===== src/hdl/ricrc_pkg.sv =====
// ----------------------------------------------------------------------------
// ricrc_pkg
// shared types, constants and crc helpers for the invariant crc engine
// ----------------------------------------------------------------------------
package ricrc_pkg;

  localparam int unsigned PAYLOAD_LIMIT = 1024;

  localparam logic [31:0] CRC_POLY = 32'hedb88320;
  localparam logic [31:0] CRC_ALL  = 32'hffffffff;

  localparam int unsigned CNT_W  = 17;
  localparam int unsigned TLEN_W = 16;
  localparam int unsigned CMP_W  = 18;

  localparam logic [CNT_W-1:0] ETH_HDR    = CNT_W'(14);
  localparam logic [CMP_W-1:0] IP_HDR_MIN = CMP_W'(20);
  localparam logic [CMP_W-1:0] FRAME_MIN  = CMP_W'(38);
  localparam logic [CMP_W-1:0] TLEN_MIN   = CMP_W'(4);
  localparam logic [CMP_W-1:0] TLEN_MAX   = CMP_W'(44 + PAYLOAD_LIMIT);

  // fixed ip offsets; tos, ttl and checksum bytes are masked
  localparam logic [CNT_W-1:0] OFS_IHL     = CNT_W'(0);
  localparam logic [CNT_W-1:0] OFS_TOS     = CNT_W'(1);
  localparam logic [CNT_W-1:0] OFS_LEN_HI  = CNT_W'(2);
  localparam logic [CNT_W-1:0] OFS_LEN_LO  = CNT_W'(3);
  localparam logic [CNT_W-1:0] OFS_TTL     = CNT_W'(8);
  localparam logic [CNT_W-1:0] OFS_CSUM_HI = CNT_W'(10);
  localparam logic [CNT_W-1:0] OFS_CSUM_LO = CNT_W'(11);
  // offsets relative to the end of the ip header
  localparam logic [CNT_W-1:0] REL_UCSUM_HI = CNT_W'(6);
  localparam logic [CNT_W-1:0] REL_UCSUM_LO = CNT_W'(7);
  localparam logic [CNT_W-1:0] REL_QPN      = CNT_W'(12);

  localparam int unsigned QDEPTH = 4;
  localparam int unsigned QPTR_W = $clog2(QDEPTH);
  localparam int unsigned QCNT_W = $clog2(QDEPTH + 1);

  typedef enum logic [2:0] {
    ST_OK        = 3'd0,
    ST_SHORT     = 3'd1,
    ST_LEN_BAD   = 3'd2,
    ST_TOO_LONG  = 3'd3,
    ST_HDR_BAD   = 3'd4
  } status_t;

  typedef struct packed {
    logic [7:0] data;
    logic       incl;
    logic       last;
    status_t    status;
  } q_entry_t;

  function automatic logic [31:0] crc_byte(input logic [31:0] crc_in, input logic [7:0] b);
    logic [31:0] c;
    c = crc_in ^ {24'h0, b};
    for (int k = 0; k < 8; k++) begin
      c = (c >> 1) ^ (c[0] ? CRC_POLY : 32'h0);
    end
    return c;
  endfunction

  function automatic logic [31:0] crc_seed();
    logic [31:0] c;
    c = CRC_ALL;
    for (int k = 0; k < 8; k++) begin
      c = crc_byte(c, 8'hff);
    end
    return c;
  endfunction

  localparam logic [31:0] CRC_PRESET = crc_seed();

endpackage


===== src/hdl/ricrc_front.sv =====
// ----------------------------------------------------------------------------
// ricrc_front
// tracks frame position and ip lengths, masks bytes, decides status on last
// ----------------------------------------------------------------------------
module ricrc_front (
  input  logic                clk,
  input  logic                rst_n,
  input  logic                in_valid,
  input  logic                in_stall,
  input  logic [7:0]          in_frame_byte,
  input  logic                in_last_byte,
  output logic                push,
  output ricrc_pkg::q_entry_t push_entry
);
  import ricrc_pkg::*;

  logic [CNT_W-1:0]  cnt_r, cnt_nxt;
  logic [TLEN_W-1:0] tlen_r, tlen_nxt;
  logic [3:0]        hw_r, hw_nxt;

  logic [CNT_W-1:0]  ofs;
  logic [CNT_W-1:0]  ihl_old;
  logic [CMP_W-1:0]  ihl_new;
  logic [CNT_W-1:0]  cnt_sat;
  logic              in_hdr;
  logic              masked;
  status_t           status;

  always_comb begin
    push     = in_valid && !in_stall;
    in_hdr   = cnt_r >= ETH_HDR;
    ofs      = cnt_r - ETH_HDR;
    ihl_old  = CNT_W'({hw_r, 2'b00});
    cnt_sat  = (cnt_r != {CNT_W{1'b1}}) ? cnt_r + CNT_W'(1) : cnt_r;

    hw_nxt   = hw_r;
    tlen_nxt = tlen_r;
    if (in_hdr) begin
      if (ofs == OFS_IHL) hw_nxt = in_frame_byte[3:0];
      else if (ofs == OFS_LEN_HI) tlen_nxt = {in_frame_byte, tlen_r[7:0]};
      else if (ofs == OFS_LEN_LO) tlen_nxt = {tlen_r[15:8], in_frame_byte};
    end
    ihl_new = CMP_W'({hw_nxt, 2'b00});

    // invariant fields read as all ones
    masked = (ofs == OFS_TOS) || (ofs == OFS_TTL) || (ofs == OFS_CSUM_HI) ||
             (ofs == OFS_CSUM_LO) ||
             ((ofs != OFS_IHL) && ((ofs == ihl_old + REL_UCSUM_HI) ||
                                   (ofs == ihl_old + REL_UCSUM_LO) ||
                                   (ofs == ihl_old + REL_QPN)));

    push_entry.data = masked ? 8'hff : in_frame_byte;
    push_entry.incl = in_hdr && ((ofs < CNT_W'(4)) ||
                      (CMP_W'(ofs) + CMP_W'(4) < CMP_W'(tlen_nxt)));
    push_entry.last = in_last_byte;

    // error priority: short, inconsistent, too long, bad header
    if (CMP_W'(cnt_sat) < FRAME_MIN) status = ST_SHORT;
    else if ((CMP_W'(tlen_nxt) + CMP_W'(ETH_HDR) > CMP_W'(cnt_sat)) ||
             (CMP_W'(tlen_nxt) < TLEN_MIN)) status = ST_LEN_BAD;
    else if (CMP_W'(tlen_nxt) > TLEN_MAX) status = ST_TOO_LONG;
    else if ((ihl_new < IP_HDR_MIN) || (CMP_W'(tlen_nxt) < ihl_new + IP_HDR_MIN))
      status = ST_HDR_BAD;
    else status = ST_OK;
    push_entry.status = status;

    cnt_nxt = cnt_r;
    if (push) begin
      if (in_last_byte) begin
        cnt_nxt  = '0;
        tlen_nxt = '0;
        hw_nxt   = '0;
      end else begin
        cnt_nxt = cnt_sat;
      end
    end else begin
      tlen_nxt = tlen_r;
      hw_nxt   = hw_r;
    end
  end

  always_ff @(posedge clk) begin
    if (!rst_n) begin
      cnt_r  <= '0;
      tlen_r <= '0;
      hw_r   <= '0;
    end else begin
      cnt_r  <= cnt_nxt;
      tlen_r <= tlen_nxt;
      hw_r   <= hw_nxt;
    end
  end

  a_clear_after_last: assert property (@(posedge clk) disable iff (!rst_n)
    push && in_last_byte |=> cnt_r == '0 && tlen_r == '0 && hw_r == '0)
    else $error("frame state not cleared after last item");

  a_no_ihl_before_hdr: assert property (@(posedge clk) disable iff (!rst_n)
    push && !in_hdr |-> !push_entry.incl)
    else $error("ethernet header byte entered the crc");

  a_cnt_monotonic: assert property (@(posedge clk) disable iff (!rst_n)
    push && !in_last_byte |=> cnt_r >= $past(cnt_r))
    else $error("byte count went backwards within a frame");

endmodule


===== src/hdl/ricrc_queue.sv =====
// ----------------------------------------------------------------------------
// ricrc_queue
// small fifo between the classifying front and the crc back end
// ----------------------------------------------------------------------------
module ricrc_queue (
  input  logic                clk,
  input  logic                rst_n,
  input  logic                push,
  input  ricrc_pkg::q_entry_t push_entry,
  input  logic                pop,
  output ricrc_pkg::q_entry_t head,
  output logic                empty,
  output logic                full
);
  import ricrc_pkg::*;

  q_entry_t          mem_r [QDEPTH];
  logic [QPTR_W-1:0] wr_r, wr_nxt;
  logic [QPTR_W-1:0] rd_r, rd_nxt;
  logic [QCNT_W-1:0] cnt_r, cnt_nxt;

  always_comb begin
    empty   = cnt_r == '0;
    full    = cnt_r == QCNT_W'(QDEPTH);
    head    = mem_r[rd_r];
    wr_nxt  = wr_r;
    rd_nxt  = rd_r;
    cnt_nxt = cnt_r;
    if (push) wr_nxt = (wr_r == QPTR_W'(QDEPTH - 1)) ? '0 : wr_r + QPTR_W'(1);
    if (pop)  rd_nxt = (rd_r == QPTR_W'(QDEPTH - 1)) ? '0 : rd_r + QPTR_W'(1);
    if (push && !pop) cnt_nxt = cnt_r + QCNT_W'(1);
    else if (pop && !push) cnt_nxt = cnt_r - QCNT_W'(1);
  end

  always_ff @(posedge clk) begin
    if (push) mem_r[wr_r] <= push_entry;
  end

  always_ff @(posedge clk) begin
    if (!rst_n) begin
      wr_r  <= '0;
      rd_r  <= '0;
      cnt_r <= '0;
    end else begin
      wr_r  <= wr_nxt;
      rd_r  <= rd_nxt;
      cnt_r <= cnt_nxt;
    end
  end

  a_no_overflow: assert property (@(posedge clk) disable iff (!rst_n)
    full |-> !push)
    else $error("queue written while full");

  a_no_underflow: assert property (@(posedge clk) disable iff (!rst_n)
    empty |-> !pop)
    else $error("queue read while empty");

  a_ptr_count: assert property (@(posedge clk) disable iff (!rst_n)
    (cnt_r == '0 || cnt_r == QCNT_W'(QDEPTH)) |-> wr_r == rd_r)
    else $error("queue pointers disagree with fill count");

endmodule


===== src/hdl/ricrc_back.sv =====
// ----------------------------------------------------------------------------
// ricrc_back
// byte-wide crc-32 update and the registered result stage
// ----------------------------------------------------------------------------
module ricrc_back (
  input  logic                clk,
  input  logic                rst_n,
  input  ricrc_pkg::q_entry_t head,
  input  logic                empty,
  output logic                pop,
  input  logic                out_stall,
  output logic                out_valid,
  output logic [31:0]         out_icrc,
  output logic [2:0]          out_status
);
  import ricrc_pkg::*;

  logic [31:0] crc_r, crc_nxt;
  logic [31:0] crc_upd;
  logic        ov_r, ov_nxt;
  logic [31:0] icrc_r, icrc_nxt;
  status_t     st_r, st_nxt;
  logic        out_free;

  always_comb begin
    out_free = !ov_r || !out_stall;
    pop      = !empty && (!head.last || out_free);
    crc_upd  = head.incl ? crc_byte(crc_r, head.data) : crc_r;

    crc_nxt  = crc_r;
    ov_nxt   = ov_r && out_stall;
    icrc_nxt = icrc_r;
    st_nxt   = st_r;
    if (pop) begin
      if (head.last) begin
        crc_nxt  = CRC_PRESET;
        ov_nxt   = 1'b1;
        st_nxt   = head.status;
        icrc_nxt = (head.status == ST_OK) ? (crc_upd ^ CRC_ALL) : 32'h0;
      end else begin
        crc_nxt = crc_upd;
      end
    end
  end

  always_ff @(posedge clk) begin
    if (!rst_n) begin
      crc_r <= CRC_PRESET;
      ov_r  <= 1'b0;
    end else begin
      crc_r <= crc_nxt;
      ov_r  <= ov_nxt;
    end
  end

  always_ff @(posedge clk) begin
    icrc_r <= icrc_nxt;
    st_r   <= st_nxt;
  end

  assign out_valid  = ov_r;
  assign out_icrc   = icrc_r;
  assign out_status = st_r;

  a_err_zero_crc: assert property (@(posedge clk) disable iff (!rst_n)
    ov_r && st_r != ST_OK |-> icrc_r == 32'h0)
    else $error("nonzero crc reported with an error status");

  a_preset_after_last: assert property (@(posedge clk) disable iff (!rst_n)
    pop && head.last |=> crc_r == CRC_PRESET)
    else $error("crc not reseeded after last item");

  a_no_result_overrun: assert property (@(posedge clk) disable iff (!rst_n)
    pop && head.last |-> out_free)
    else $error("result overwritten before it was taken");

endmodule


===== src/hdl/rocev2_icrc_engine.sv =====
// ----------------------------------------------------------------------------
// rocev2_icrc_engine
// streaming invariant crc over an ethernet / ipv4 / udp / bth frame
// ----------------------------------------------------------------------------
// usage
//   input channel: one frame byte per item on in_frame_byte, starting at the
//   ethernet destination address; in_last_byte marks the final byte. an item
//   is taken on a clock edge with in_valid high and in_stall low.
//   result channel: one item per frame (out_icrc, out_status) after its last
//   byte; taken on an edge with out_valid high and out_stall low.
// throughput
//   one byte per cycle sustained while in_stall stays low; the byte-wide crc
//   update in the back end sets this figure.
// result path
//   with the queue empty, the last byte is written into the queue on the edge
//   that takes it, then the crc and result registers load from the queue head
//   once the result stage is free; bytes already waiting in the queue go first.
// stall behavior
//   a stalled result holds; the back end keeps consuming non-final bytes, and
//   the four-entry queue absorbs the front until it fills, then in_stall rises.
// reset
//   synchronous, active low: frame counters clear, the crc reloads the value
//   after eight all-ones bytes, queue and result stage empty.
// ----------------------------------------------------------------------------
module rocev2_icrc_engine (
  input  logic        clk,
  input  logic        rst_n,
  input  logic        in_valid,
  output logic        in_stall,
  input  logic [7:0]  in_frame_byte,
  input  logic        in_last_byte,
  output logic        out_valid,
  input  logic        out_stall,
  output logic [31:0] out_icrc,
  output logic [2:0]  out_status
);
  import ricrc_pkg::*;

  logic     push;
  q_entry_t push_entry;
  logic     pop;
  q_entry_t head;
  logic     empty;
  logic     full;

  // queue full is the only back-pressure on the byte stream
  assign in_stall = full;

  ricrc_front u_front (
    .clk           (clk),
    .rst_n         (rst_n),
    .in_valid      (in_valid),
    .in_stall      (in_stall),
    .in_frame_byte (in_frame_byte),
    .in_last_byte  (in_last_byte),
    .push          (push),
    .push_entry    (push_entry)
  );

  ricrc_queue u_queue (
    .clk        (clk),
    .rst_n      (rst_n),
    .push       (push),
    .push_entry (push_entry),
    .pop        (pop),
    .head       (head),
    .empty      (empty),
    .full       (full)
  );

  ricrc_back u_back (
    .clk        (clk),
    .rst_n      (rst_n),
    .head       (head),
    .empty      (empty),
    .pop        (pop),
    .out_stall  (out_stall),
    .out_valid  (out_valid),
    .out_icrc   (out_icrc),
    .out_status (out_status)
  );

endmodule

===== config.mk =====
export PLATFORM = sky130hd
export DESIGN_NAME = rocev2_icrc_engine
export DESIGN_NICKNAME = d
export VERILOG_FILES = /design/src/hdl/ricrc_pkg.sv /design/src/hdl/ricrc_front.sv /design/src/hdl/ricrc_queue.sv /design/src/hdl/ricrc_back.sv /design/src/hdl/rocev2_icrc_engine.sv
export SDC_FILE = /design/constraint.sdc
export NUM_CORES = 1
export LEC_CHECK = 0
export ABC_AREA = 1
export BUFFER_PORTS_ARGS = -buffer_cell sky130_fd_sc_hd__buf_2
export CAP_MARGIN = 15
export CORE_MARGIN = 8
export CORE_UTILIZATION = 60
export DETAILED_ROUTE_END_ITERATION = 12
export MAX_ROUTING_LAYER = met4
export PLACE_DENSITY = 0.78
export SLEW_MARGIN = 20
export SYNTH_ARGS = -nofsm -noshare
export SYNTH_HDL_FRONTEND = slang
export SYNTH_SLANG_ARGS = --single-unit

===== constraint.sdc =====
create_clock -name clk -period 5.75 [get_ports clk]
set_clock_uncertainty 0.15 [all_clocks]
set_input_delay 0.575 -clock clk [delete_from_list [all_inputs] [get_ports clk]]
set_output_delay 0.575 -clock clk [all_outputs]
set_load 0.02 [all_outputs]

### Word-level counts from Yosys, hierarchy flattened

Memories as Yosys holds them, arrays and structs flattened. A register that Yosys moved wholly into a read port is not among the register bits.
Index checks and enable logic that the tools add are counted.

| word-level totals | value |
|---|---|
| register bits after elaboration | 112 |
| memories | 1 |
| memory bits (writable) | 52 |

Memory list:

| name | words | bits a word | read ports | clocked after memory_dff | write ports | RTL line | text |
|---|---|---|---|---|---|---|---|
| u_queue.mem_r | 4 | 13 | 1 | 1 | 1 | ricrc_queue.sv:17 | `q_entry_t mem_r [QDEPTH];` |

| operators by class | value |
|---|---|
| order comparisons | 9 |
| equal/unequal tests | 13 |
| reduce and logical (&&, ||, !) cells | 31 |
| bitwise logic cells | 10 |
| multiplexer cells | 35 |
| add/sub/neg operators | 12 |

Operators with widths:

| kind | number |
|---|---|
| 32-bit two-way mux | 10 |
| 31-bit by 32-bit XOR with 32-bit output | 8 |
| 16-bit two-way mux | 4 |
| 17-bit == test | 3 |
| 17-bit by 4-bit == test with 1-bit output (second input constant) | 3 |
| 17-bit by 2-bit == test with 1-bit output (second input constant) | 2 |
| 17-bit two-way mux | 2 |
| 32-bit inverter | 1 |
| 32-bit by 8-bit XOR with 32-bit output | 1 |
| 17-bit by 3-bit adder with 18-bit output (second input constant) | 1 |
| 18-bit by 17-bit greater-than comparator with 1-bit output | 1 |
| 16-bit by 18-bit < comparator with 1-bit output | 1 |
| 18-bit by 16-bit < comparator with 1-bit output | 1 |
| 3-bit two-way mux | 6 |
| 16-bit by 4-bit adder with 17-bit output (second input constant) | 1 |
| 17-bit by 1-bit adder with 17-bit output (second input constant) | 1 |
| 17-bit by 1-bit == test with 1-bit output (second input constant) | 1 |
| 17-bit by 4-bit >= comparator with 1-bit output (second input constant) | 1 |
| 17-bit zero test | 1 |
| 17-bit by 3-bit < comparator with 1-bit output (second input constant) | 1 |
| 17-bit by 6-bit < comparator with 1-bit output (second input constant) | 1 |
| 17-bit != test (second input constant) | 1 |
| 17-bit nonzero test | 1 |
| 17-bit by 4-bit subtractor with 17-bit output (second input constant) | 1 |
| 21 further kinds | 56 |

### Logic depth before layout (Yosys ltp)

Gate-level depths: netlist (run 1).

| logic depth | value |
|---|---|
| depth after elaboration | 19 |
| depth in mapped cells | 33 |

### Cells and area by module

Synthesis (run 1) repeated with hierarchy kept, for this count alone.

| second synthesis, totals | value |
|---|---|
| cell total of the unflattened synthesis | 1,525 |
| area total of the unflattened synthesis | 11,355.9 um^2 |

By module, submodules not included:

| module | instances | cells each | area each (um^2) |
|---|---|---|---|
| ricrc_front | 1 | 791 | 4,914.7 |
| ricrc_back | 1 | 549 | 4,007.6 |
| ricrc_queue | 1 | 185 | 2,433.6 |

### Least setup slack after synthesis (run 1)

OpenSTA, ideal clock, no wires.

| timing path | value |
|---|---|
| kind | reg-to-reg |
| from | register u_front.cnt_r[1] |
| to | memory u_queue.mem_r[0][2] (netlist bit), data pin |
| stages on the path, launching flop included | 34 |
| setup time | 0.167 ns |
| arrival time | 3.994 ns |
| period minus slack after synthesis | 4.311 ns |
| buffers on the path | 1 |
| path slack | 1.439 ns |
| data required time | 5.433 ns |
| path through | dfxtp_1 > ha_1 > nand2_2 > nand2_2 > nor2_4 > nand2_1 > nand2_1 > nand2_2 > nor2_2 > nand3_2 > nor2_8 > buf_6 > nand3_1 > nand2_1 > inv_1 > ha_1 > nand2_1 > nand2_1 > inv_2 > nand2_2 > nor2_2 > nand2_1 > xor2_1 > inv_1 > ha_1 > a21oi_1 > o21ai_0 > a221oi_1 > nand3_1 > o41ai_1 > inv_1 > a21oi_1 > nand3_1 > nor2_1 |

RTL lines:

| element | RTL line | text |
|---|---|---|
| from (decl) | ricrc_front.sv:17 | `logic [CNT_W-1:0] cnt_r, cnt_nxt;` |
| from (signal assigned) | ricrc_front.sv:88 | `cnt_r <= cnt_nxt;` |
| to (decl) | ricrc_queue.sv:17 |  |

==> results.md, run 1 <==
- Post-CTS Setup Inserts: 0
- LEAKAGE: 4.98 nW
- F_max: 202 MHz
- Die ar.: 22400 µm²
- Htree depth: 4
- Synth area leaders: edfxtp_1 (24%), dfxtp_1 (15%), nand2_1 (11%)
- Layout cell share with drive strength beyond 1: 12.0%
- Worst setup path class: flop to flop
- Clk sinks: 166
- Via count: 8941
- Clk buf depth: 2
- Rows: 49
- Pwr Total: 0.00628 W
- HPWL after DPL: 19500 µm
- Initial drt markers: 733
- Combinational share of power: 54.2%
- Critical Path Source Type: flop
- CP max stage delay: 0.38 ns
- Vias/cell: 5.52
- CTS tree: built
- Routability congestion estimate: 0.940
- Synthesized area: 10700 µm²
- CP Max Fanout: 16
- Power share of the clock group: 18.4%
- Ant diodes: 0
- Hold Crit Class: primary input to flop
- Pint: 0.00338 W
- Total number of yosys warnings: 0
- Register share of total power: 27.5%
- DRC viols: 0
- Predominant post-synthesis flop cell: edfxtp_1
- Routed wire per std cell: 16.2 µm
- CTS buffer count: 17
- Final Critical Period: 4.95 ns
- # setup viols final: 0
- Port bufs: 49
- Pin count of the biggest net entering global routing: 55
- Post-synth EDFFs: 87
- Main combinational cell family by area after synthesis: simple AND/OR/NAND/NOR gates
- Clock latency on the worst-skew pair: 0.44 ns
- Post-route ant nets: 0
- Die W: 150 µm
- Synth area leader: edfxtp_1
- Setup_tns: 0 ns
- Antenna violations before repair: 0
- Post-Synth XOR/XNOR Area: 10.5%
- Clock Pin Slew Worst Setup and Hold Paths: 0.07 ns
- Number of global-route vias before repair: 8439
- Starting density of the core: 60.4%
- Min-delay src: in_last_byte
- GRT Util Overall: 24.6%
- Setup crit start: u_front.cnt_r[1]
- Most frequent cell after synthesis: nand2_1
- Area Overhead vs Synth: 8.92%
- Fin Hold WS: 0.235 ns
- Compound-Gate Fraction of Synth Area: 11.0%
- PwrDens: 539 nW/µm²
- Worst VDD drop: 0.564 mV
- Switch Pwr: 0.00290 W
- Status: completed
- Synthesized Nets: 1418
- Die span in y: 150 µm
- Max_cap viols: 0
- Reg-to-Reg Start: u_front.cnt_r[1]
- Core area: 17700 µm²
- Final Hold Vio Count: 0
- FF+latch count, synth: 166
- Slew headroom: 29.0%
- Synth top cells by count: nand2_1 (321), inv_1 (137), nor2_1 (117)
- Synth async-reset ratio: 0%
- Max Slew Vio Count: 0
- Sw frac: 46.3%
- RSZ-0062 raised after global routing: false
- Most common cell on crit path: nand2_1
- Synth Area in Adders: 6.62%
- CTS root buffer: clkbuf_16
- Part of the cycle the worst path needs: 86.1%
- Unique masters post-synth: 60
- Simple-Gate Fraction of Synth Area: 25.1%
- Arrival time at the worst endpoint: 5.06 ns
- Top cell type's share of synthesized area: 24.4%
- Synth Instances: 1349
- Worst slew pin tran: 1.06 ns
- Global route overflow: 0
- Crit end category: flop
- Drt pass-1 iters: 5
- Critical Path RT: 5.86 ns
- CP max-delay cell: dfxtp_1
- Post-synthesis mux area share: 0%
- Wire length of the first global-routing pass: 42300 µm
- Layout Nets: 1448
- Hold buffer count at cts: 0
- CTS resizes: 0
- Synthesized area per cell: 7.93 µm²
- Sequential-to-total area share from yosys stat: 39.2%
- IO Pins: 50
- Fill cell total of the finished layout: 1481
- WL final: 26300 µm
[logic make-up (layout without fill, tap and decap cells)]
family	Yosys count	count (layout)
xor+xnor	124	124
simple gates	601	601
buf+inv	197	240
flops	166	166
fa+ha+maj	56	56
compound gates	205	205
[power by group through the flow]
stage	registers (W)	clock network [W]	logic [W]
after global routing	0.00176	0.00121	0.00375
after floorplan	0.00185	0	0.00248
after CTS	0.00172	0.00116	0.00339
after global placement	0.00174	0	0.00331
after detailed placement	0.00175	0	0.00336
final	0.00172	0.00115	0.00340
[path summary, 6_finish.rpt]
path / slack (ns) / endpoint / cells past startpoint
worst min register to register: 0.32 / u_front.tlen_r[15] / 2
worst max-delay path: 0.80 / u_queue.mem_r[0][2] / 33
worst max register to register: 0.80 / u_queue.mem_r[0][2] / 33
worst min-delay path: 0.24 / u_queue.mem_r[2][3] / 1
[layout make-up]
type / count / area, µm² / area share [%]
multi-input combinational: 986 / 5700 / 48.9
sequential: 166 / 4190 / 36.0
inverter: 150 / 567 / 4.87
clock buffer: 18 / 429 / 3.68
timing repair buffer: 58 / 313 / 2.69
tap: 229 / 287 / 2.46
clock inverter: 14 / 163 / 1.40
[registers in the layout (all words and copies together) (netlist names), named ones only]
| signal | cells |
|---|---|
| u_queue.wr_r | 2 |
| u_front.tlen_r | 16 |
| u_back.out_icrc | 32 |
| u_back.out_valid | 1 |
| u_back.out_status | 3 |
| u_front.cnt_r | 17 |
| u_queue.rd_r | 2 |
| u_front.hw_r | 4 |
| u_queue.cnt_r | 3 |
| u_queue.mem_r | 52 |
| u_back.crc_r | 32 |
[critical path, delay by kind of cell (launching register included)]
kind                     cells  cell delay (ns)
AO/OA/AOI/OAI                5             0.78
adder cells (fa/ha/maj)      3             0.75
XOR/XNOR                     1             0.16
buffers and inverters        4             0.35
flip-flops                   1             0.38
AND/OR/NAND/NOR             20             2.18
[layer usage]
layer	vias up	wire (µm)	global-route usage [%]	share of wire [%]
met5	-	0	-	0
met4	0	788	10.4	3.0
met3	62	1470	4.14	5.6
met2	269	12900	41.4	49
met1	4144	11100	28.7	42
li1	4466	-	-	-
[through the flow]
step / cells / utilization (%) / worst slack (ns) / instance area (µm²)
after global routing: 1621 / 65.7 / 0.321 / 11600
after floorplan: 1349 / - / 1.44 / 10700
after detailed placement: 1589 / 62.4 / 0.857 / 11100
after global placement: 1589 / 62.4 / 1.09 / 11100
after CTS: 1621 / 65.7 / 0.832 / 11600
final: 1621 / 65.7 / 0.798 / 11600
[placed cells by master (no fill, tap or decap), types with 9 or more instances in the layout]
cell       instances
xor2_1            91
inv_2             10
o21ai_0           63
nor3_1            20
buf_4              9
ha_1              55
xnor2_1           28
buf_2             49
inv_1            137
nand4_1           15
nor2_2             9
a21oi_1           99
edfxtp_1          87
clkbuf_16         17
nand2_2           19
dfxtp_1           79
nand2_1          321
nand3_1           66
nor2_1           116
Power figures use the tool's default switching activity.
==> run 2: changes to the inputs <==
- ABC_AREA: 1 -> default
==> run 2 against run 1 <==
Effect of this change:
- worst hold slack better by 0.029 ns
- area after synthesis is 2.7% lower
- synthesized cell count is 21% lower
- highest routed layer unchanged
- sequential power hardly changed
- largest power group unchanged
==> results.md, run 2 <==
- DRC viols: 0 (unchanged)
- Rows: 48 (-2.0%)
- Final cell count without fillers: 1330 (-18%)
- Gr busiest metal: met2
- Largest register FFs: 52 (unchanged)
- Worst setup path class: flop to flop
- Setup_tns: 0 ns (unchanged)
- Part of the cycle the worst path needs: 89.1% (+3.0 points)
- Placed cells: 1295 (-19%)
- Final Critical Period: 5.13 ns (+0.173 ns)
- F_max: 195 MHz (-3.4%)
- FF+latch count, synth: 166 (unchanged)
- HPWL after DPL: 17900 µm (-8.5%)
- Port bufs: 49 (unchanged)
- Met2 global-route usage: 40.0% (-1.4 points)
- Max Slew Vio Count: 0 (unchanged)
- Clock Pin Slew Worst Setup and Hold Paths: 0.07 ns (about the same)
- CTS tree: built
- Synthesized area per cell: 9.77 µm² (+23%)
- Synthesized area: 10400 µm² (-2.7%)
- Commonest cells after routing, fill and taps aside: nand2_1 (89), edfxtp_1 (87), xnor2_1 (86)
- Synth area leader: edfxtp_1
- CTS root buffer: clkbuf_16
- Via count: 7930 (-11%)
- Slew headroom: 38.6% (+9.5 points)
- Synth area leaders: edfxtp_1 (25%), dfxtp_1 (15%), xnor2_1 (7.3%)
- Die W: 148 µm (-1.2%)
- Largest Register: u_queue.mem_r
- R2r setup slk: 0.62 ns (-0.17 ns)
- Global route overflow: 0 (unchanged)
- Hold Crit Class: primary input to flop
- Predominant post-synthesis flop cell: edfxtp_1
- Synthesized Nets: 1134 (-20%)
- Vias/cell: 5.96 (+8.1%)
- LEAKAGE: 4.21 nW (-15%)
- Commonest non-fill, non-tap cell in the layout: nand2_1
- Post-synth EDFFs: 87 (unchanged)
- Total number of yosys warnings: 0 (unchanged)
- Unique masters post-synth: 66 (+10%)
- Most frequent cell after synthesis: nand2_1
- Crit end category: flop
- Starting density of the core: 60.8% (+0.40 points)
- Finished Cell Area: 11400 µm² (-1.8%)
- Sequential-to-total area share from yosys stat: 40.3% (+1.1 points)
- CP Max Fanout: 9 (-7)
- GRT Util Overall: 23.3% (-1.4 points)
- Wire length of the first global-routing pass: 39700 µm (-6.2%)
- Post-DP Area: 10800 µm² (-2.3%)
- Die span in y: 148 µm (-1.2%)
- GR Layer Usage met1: 25.4% (-3.3 points)
- Antenna violations before repair: 0 (unchanged)
- Routability congestion estimate: 0.973 (+3.6%)
- Pin count of the biggest net entering global routing: 61 (+11%)
- Synth async-reset ratio: 0% (unchanged)
- Fill cell total of the finished layout: 1391 (-6.1%)
- Register area: 4190 µm² (unchanged)
- Clk sinks: 166 (unchanged)
- Status: completed
- Worst VDD drop: 0.421 mV (-25%)
- Htree depth: 4 (unchanged)
- Multi-input gate area: 5870 µm² (+3.1%)
- Worst slew pin tran: 0.915 ns (-0.150 ns)
- Arrival time at the worst endpoint: 5.10 ns (+0.04 ns)
- Area Overhead vs Synth: 9.95%
- Core area: 17100 µm² (-3.4%)
- # setup viols final: 0 (unchanged)
- Post-route ant nets: 0 (unchanged)
- Routed wire per std cell: 18.2 µm (+12%)
- Synth top cells by count: nand2_1 (89), edfxtp_1 (87), xnor2_1 (87)
- Synth Instances: 1065 (-21%)
- Critical Path Source Type: flop
- Met3 Use GR: 3.73% (-0.41 points)
- RSZ-0062 raised after global routing: false
- Critical Path RT: 5.73 ns (-0.13 ns)
- WL final: 24200 µm (-7.8%)
- Initial drt markers: 431 (-41%)
- Number of global-route vias before repair: 7675 (-9.1%)
- Top cell type's share of synthesized area: 25.1% (+0.69 points)
- CTS buffer count: 17 (unchanged)
- Ant diodes: 0 (unchanged)
- Final Hold Vio Count: 0 (unchanged)
- Die ar.: 21800 µm² (-2.5%)
- Max_cap viols: 0 (unchanged)
- Layout cell share with drive strength beyond 1: 13.3% (+1.3 points)
- Final worst slack: 0.625 ns (-0.173 ns)
- Clock latency on the worst-skew pair: 0.43 ns (about the same)
- Layout Nets: 1161 (-20%)
- Clk buf depth: 2 (unchanged)
- Pre-CTS WS: 0.262 ns (-0.595 ns)
- PwrDens: 554 nW/µm² (+2.8%)
- Drt pass-1 iters: 5 (unchanged)
- IO Pins: 50 (unchanged)
run 2: cell count changes after synthesis, sizes merged, moves of 26 or more:
cell and delta:
xor2 -53, a21oi -64, nor2 -58, nor2b +43, inv -119, xnor2 +65
a211oi +26, nand2 -253, and2 +29, nand3 -46
run 2: layer usage:
layer | vias to the layer above | routed length [µm]
met4 | 0 | 1170
li1 | 3869 | -
met1 | 3764 | 9910
met3 | 78 | 983
met5 | - | 0
met2 | 219 | 12200
run 2: final cells by class:
class	count	area share, %
Multi-Input combinational cell	811	51.3
Inverter	29	0.952
Sequential cell	166	36.7
Clock inverter	13	1.16
Clock buffer	19	3.97
Tap cell	225	2.46
Timing Repair Buffer	67	3.44
run 2: critical path: stages, from the launching register on:
cell	delay [ns]
dfxtp_1	0.49
ha_1	0.36
a21oi_1	0.19
xnor2_2	0.31
nand4_1	0.20
nor3_1	0.32
nand2_2	0.16
buf_12	0.17
mux2_4	0.23
inv_1	0.08
a211o_1	0.37
or3_1	0.39
xor2_1	0.16
ha_1	0.31
a21oi_1	0.13
nor2b_1	0.06
o21ai_0	0.14
nand2_1	0.07
o21ai_1	0.34
a21oi_1	0.19
run 2: path summary, 6_finish.rpt:
| check | from | to | cells past startpoint |
|---|---|---|---|
| worst min register to register | u_back.out_valid | u_back.out_valid | 2 |
| worst max register to register | u_front.cnt_r[2] | u_queue.mem_r[0][1] | 19 |
| worst max-delay path | u_front.cnt_r[2] | u_queue.mem_r[0][1] | 19 |
| worst min-delay path | out_stall | u_back.out_valid | 3 |
run 2: cells by family (layout without fill, tap and decap cells):
group / Yosys count / in the layout / share of synthesized area, %
XOR/XNOR: 136 / 136 / 12.5
buffers and inverters: 88 / 128 / 3.40
AO/OA/AOI/OAI: 214 / 214 / 13.4
flip-flops: 166 / 166 / 40.3
adder cells (fa/ha/maj): 56 / 56 / 6.81
multiplexers: 43 / 43 / 5.87
AND/OR/NAND/NOR: 362 / 362 / 17.7
run 2: report_power, final:
group / leakage, nW / internal, W / switching (W)
Sequential: 1.45 / 0.00152 / 0.000184
Clock: 0.288 / 0.000635 / 0.000505
Combinational: 2.47 / 0.00144 / 0.00206
run 2: timing repair:
action | in CTS | in global routing
setup buffers | 0 | 3
setup endpoints to repair | 0 | 12
resized for setup | 0 | 2
hold buffers | 0 | 0
run 2: per-stage QoR:
stage / util (%) / hold WS (ns) / total power [W]
5_1_grt: 66.8 / 0.284 / 0.00672
2_1_floorplan: - / 0.317 / 0.00451
4_1_cts: 66.6 / 0.254 / 0.00636
6_report: 66.8 / 0.264 / 0.00634
3_5_place_dp: 63.1 / 0.340 / 0.00519
3_3_place_gp: 63.1 / 0.330 / 0.00515
==> run 3: changes to the inputs <==
- BUFFER_PORTS_ARGS: -buffer_cell sky130_fd_sc_hd__buf_2 -> default
- DONT_BUFFER_PORTS: default -> 1
- PLACE_DENSITY: 0.78 -> 0.76
==> run 3 against run 2 <==
Effect of this change:
- cell count shrank 4.1%
- flip-flop and latch count is the same
- count of clock-buffer cells in the layout up 1
- first-iteration DRC count increased by 33%
- register-to-register slack worse by 0.08 ns
- worst setup slack worse by 0.076 ns
- critical path type unchanged
==> results.md, run 3 (same netlist as run 2, synthesis figures left out) <==
- Clock Pin Slew Worst Setup and Hold Paths: 0.06 ns (about the same)
- Final worst slack: 0.549 ns (-0.0763 ns)
- Htree depth: 4 (unchanged)
- GR Layer Usage met1: 26.0% (+0.56 points)
- Hold buffer count at cts: 0 (unchanged)
- CTS tree: built
- Fill cell total of the finished layout: 1341 (-3.6%)
- Initial drt markers: 573 (+33%)
- Starting density of the core: 60.8% (unchanged)
- CP Max Fanout: 14 (+5)
- CTS buffer count: 17 (unchanged)
- Area Overhead vs Synth: 7.83%
- Pin count of the biggest net entering global routing: 61 (unchanged)
- Layout Nets: 1106 (-4.7%)
- PwrDens: 576 nW/µm² (+3.9%)
- WL final: 24900 µm (+2.6%)
- F_max: 192 MHz (-1.5%)
- IO Pins: 50 (unchanged)
- Pre-CTS WS: 0.485 ns (+0.223 ns)
- Clock latency on the worst-skew pair: 0.44 ns (about the same)
- Arrival time at the worst endpoint: 5.19 ns (+0.09 ns)
- Commonest cells after routing, fill and taps aside: nand2_1 (89), xnor2_1 (87), edfxtp_1 (87)
- Slew headroom: 27.0% (-12 points)
- RSZ-0062 raised after global routing: false
- Clk buf depth: 2 (unchanged)
- Max Slew Vio Count: 0 (unchanged)
- Placed cells: 1243 (-4.0%)
- Layout cell share with drive strength beyond 1: 8.76% (-4.5 points)
- Vias/cell: 6.15 (+3.2%)
- Global route overflow: 0 (unchanged)
- Max_cap viols: 0 (unchanged)
- Worst slew pin tran: 1.09 ns (+0.171 ns)
- Largest register FFs: 52 (unchanged)
- Critical Path RT: 5.74 ns (about the same)
- HPWL after DPL: 17900 µm (+0.11%)
- Drt pass-1 iters: 5 (unchanged)
- Setup_tns: 0 ns (unchanged)
- Antenna violations before repair: 0 (unchanged)
- GRT Util Overall: 23.8% (+0.56 points)
- CTS root buffer: clkbuf_16
- Post-CTS Setup Inserts: 0 (unchanged)
- Final Hold Vio Count: 0 (unchanged)
- Final cell count without fillers: 1275 (-4.1%)
- Met2 global-route usage: 40.7% (+0.69 points)
- Pwr Total: 0.00646 W (+1.9%)
- DRC viols: 0 (unchanged)
- Worst VDD drop: 0.504 mV (+20%)
- Port bufs: 0 (-100%)
- # setup viols final: 0 (unchanged)
- Critical Path Source Type: flop
- Routability congestion estimate: 0.963 (-1.1%)
- Clk sinks: 166 (unchanged)
- Hold Crit Class: primary input to flop
- Crit end category: flop
- Final Critical Period: 5.20 ns (+0.0763 ns)
- Worst setup path class: flop to flop
- Wire length of the first global-routing pass: 40200 µm (+1.4%)
- Die W: 148 µm (unchanged)
- Commonest non-fill, non-tap cell in the layout: nand2_1
- Number of global-route vias before repair: 7631 (-0.57%)
- Status: completed
- Routed wire per std cell: 19.5 µm (+7.1%)
- Rows: 48 (unchanged)
- Part of the cycle the worst path needs: 90.5% (+1.3 points)
- Largest Register: u_queue.mem_r
- Die span in y: 148 µm (unchanged)
- Ant diodes: 0 (unchanged)
- Via count: 7842 (-1.1%)
- Met3 Use GR: 3.94% (+0.21 points)
- Post-route ant nets: 0 (unchanged)
- Gr busiest metal: met2
- LEAKAGE: 4.01 nW (-4.8%)
- Core area: 17100 µm² (unchanged)
- Die ar.: 21800 µm² (unchanged)
==> run 3: cell types whose count changed in the layout (fill, tap and decap cells not counted), moves of 2 or more <==
cell / before / now
clkbuf_16: 18 / 20
buf_4: 17 / 11
buf_2: 49 / 0
bufinv_16: 1 / 3
clkinv_4: 3 / 0
==> run 3: stage by stage <==
| step | area (µm²) | util, % | hold WS (ns) |
|---|---|---|---|
| after floorplan | 10400 | - | 0.317 |
| after detailed placement | 10500 | 61.6 | 0.345 |
| after global placement | 10500 | 61.5 | 0.337 |
| after global routing | 11200 | 65.5 | 0.0707 |
| final | 11200 | 65.5 | 0.0913 |
| after CTS | 11200 | 65.5 | 0.0747 |
==> run 3: critical path: stages, from the launching register on <==
cell and delay, ns:
dfxtp_1 0.40, ha_1 0.33, a21oi_1 0.35, xnor2_1 0.16
buf_4 0.16, nand4_1 0.15, nor3_1 0.31, nand2_2 0.29
mux2i_1 0.26, ha_1 0.29, a211o_1 0.35, or3_1 0.38
xor2_1 0.15, ha_1 0.31, a21oi_1 0.13, nor2b_1 0.06
o21ai_0 0.14, nand2_1 0.06, o21ai_1 0.28, a21oi_1 0.18
==> run 3: layer usage <==
| metal | up-vias | routed length (µm) |
|---|---|---|
| met5 | - | 0 |
| met1 | 3680 | 9800 |
| li1 | 3755 | - |
| met4 | 0 | 1330 |
| met2 | 308 | 12400 |
| met3 | 99 | 1310 |
==> run 3: repair_timing <==
item / 4_1_cts / 5_1_grt
resized for setup: 0 / 1
endpoints found under the hold margin: 0 / 0
endpoints found under the setup margin: 0 / 8
==> run 3: worst paths after layout <==
check / startpoint / slack (ns) / cells after the start / end
worst min register to register: u_queue.rd_r[1] / 0.35 / 2 / u_queue.rd_r[1]
worst max register to register: u_front.cnt_r[1] / 0.55 / 19 / u_queue.mem_r[0][1]
worst max-delay path: u_front.cnt_r[1] / 0.55 / 19 / u_queue.mem_r[0][1]
worst min-delay path: in_last_byte / 0.09 / 0 / u_queue.mem_r[0][3]
==> run 3: final cells by class <==
class | count | area, µm² | area share (%)
Multi-Input combinational cell | 811 | 5860 | 52.3
Sequential cell | 166 | 4190 | 37.4
Clock buffer | 20 | 500 | 4.46
Timing Repair Buffer | 12 | 97.6 | 0.870
Clock inverter | 12 | 169 | 1.51
Tap cell | 225 | 282 | 2.51
Inverter | 29 | 109 | 0.971
==> run 3: report_power, final <==
part | internal (W) | switching [W] | leakage, nW | total, W
combinational | 0.00137 | 0.00196 | 2.23 | 0.00333
clock | 0.000774 | 0.000506 | 0.328 | 0.00128
sequential | 0.00153 | 0.000321 | 1.45 | 0.00185
total | 0.00367 | 0.00279 | 4.01 | 0.00646
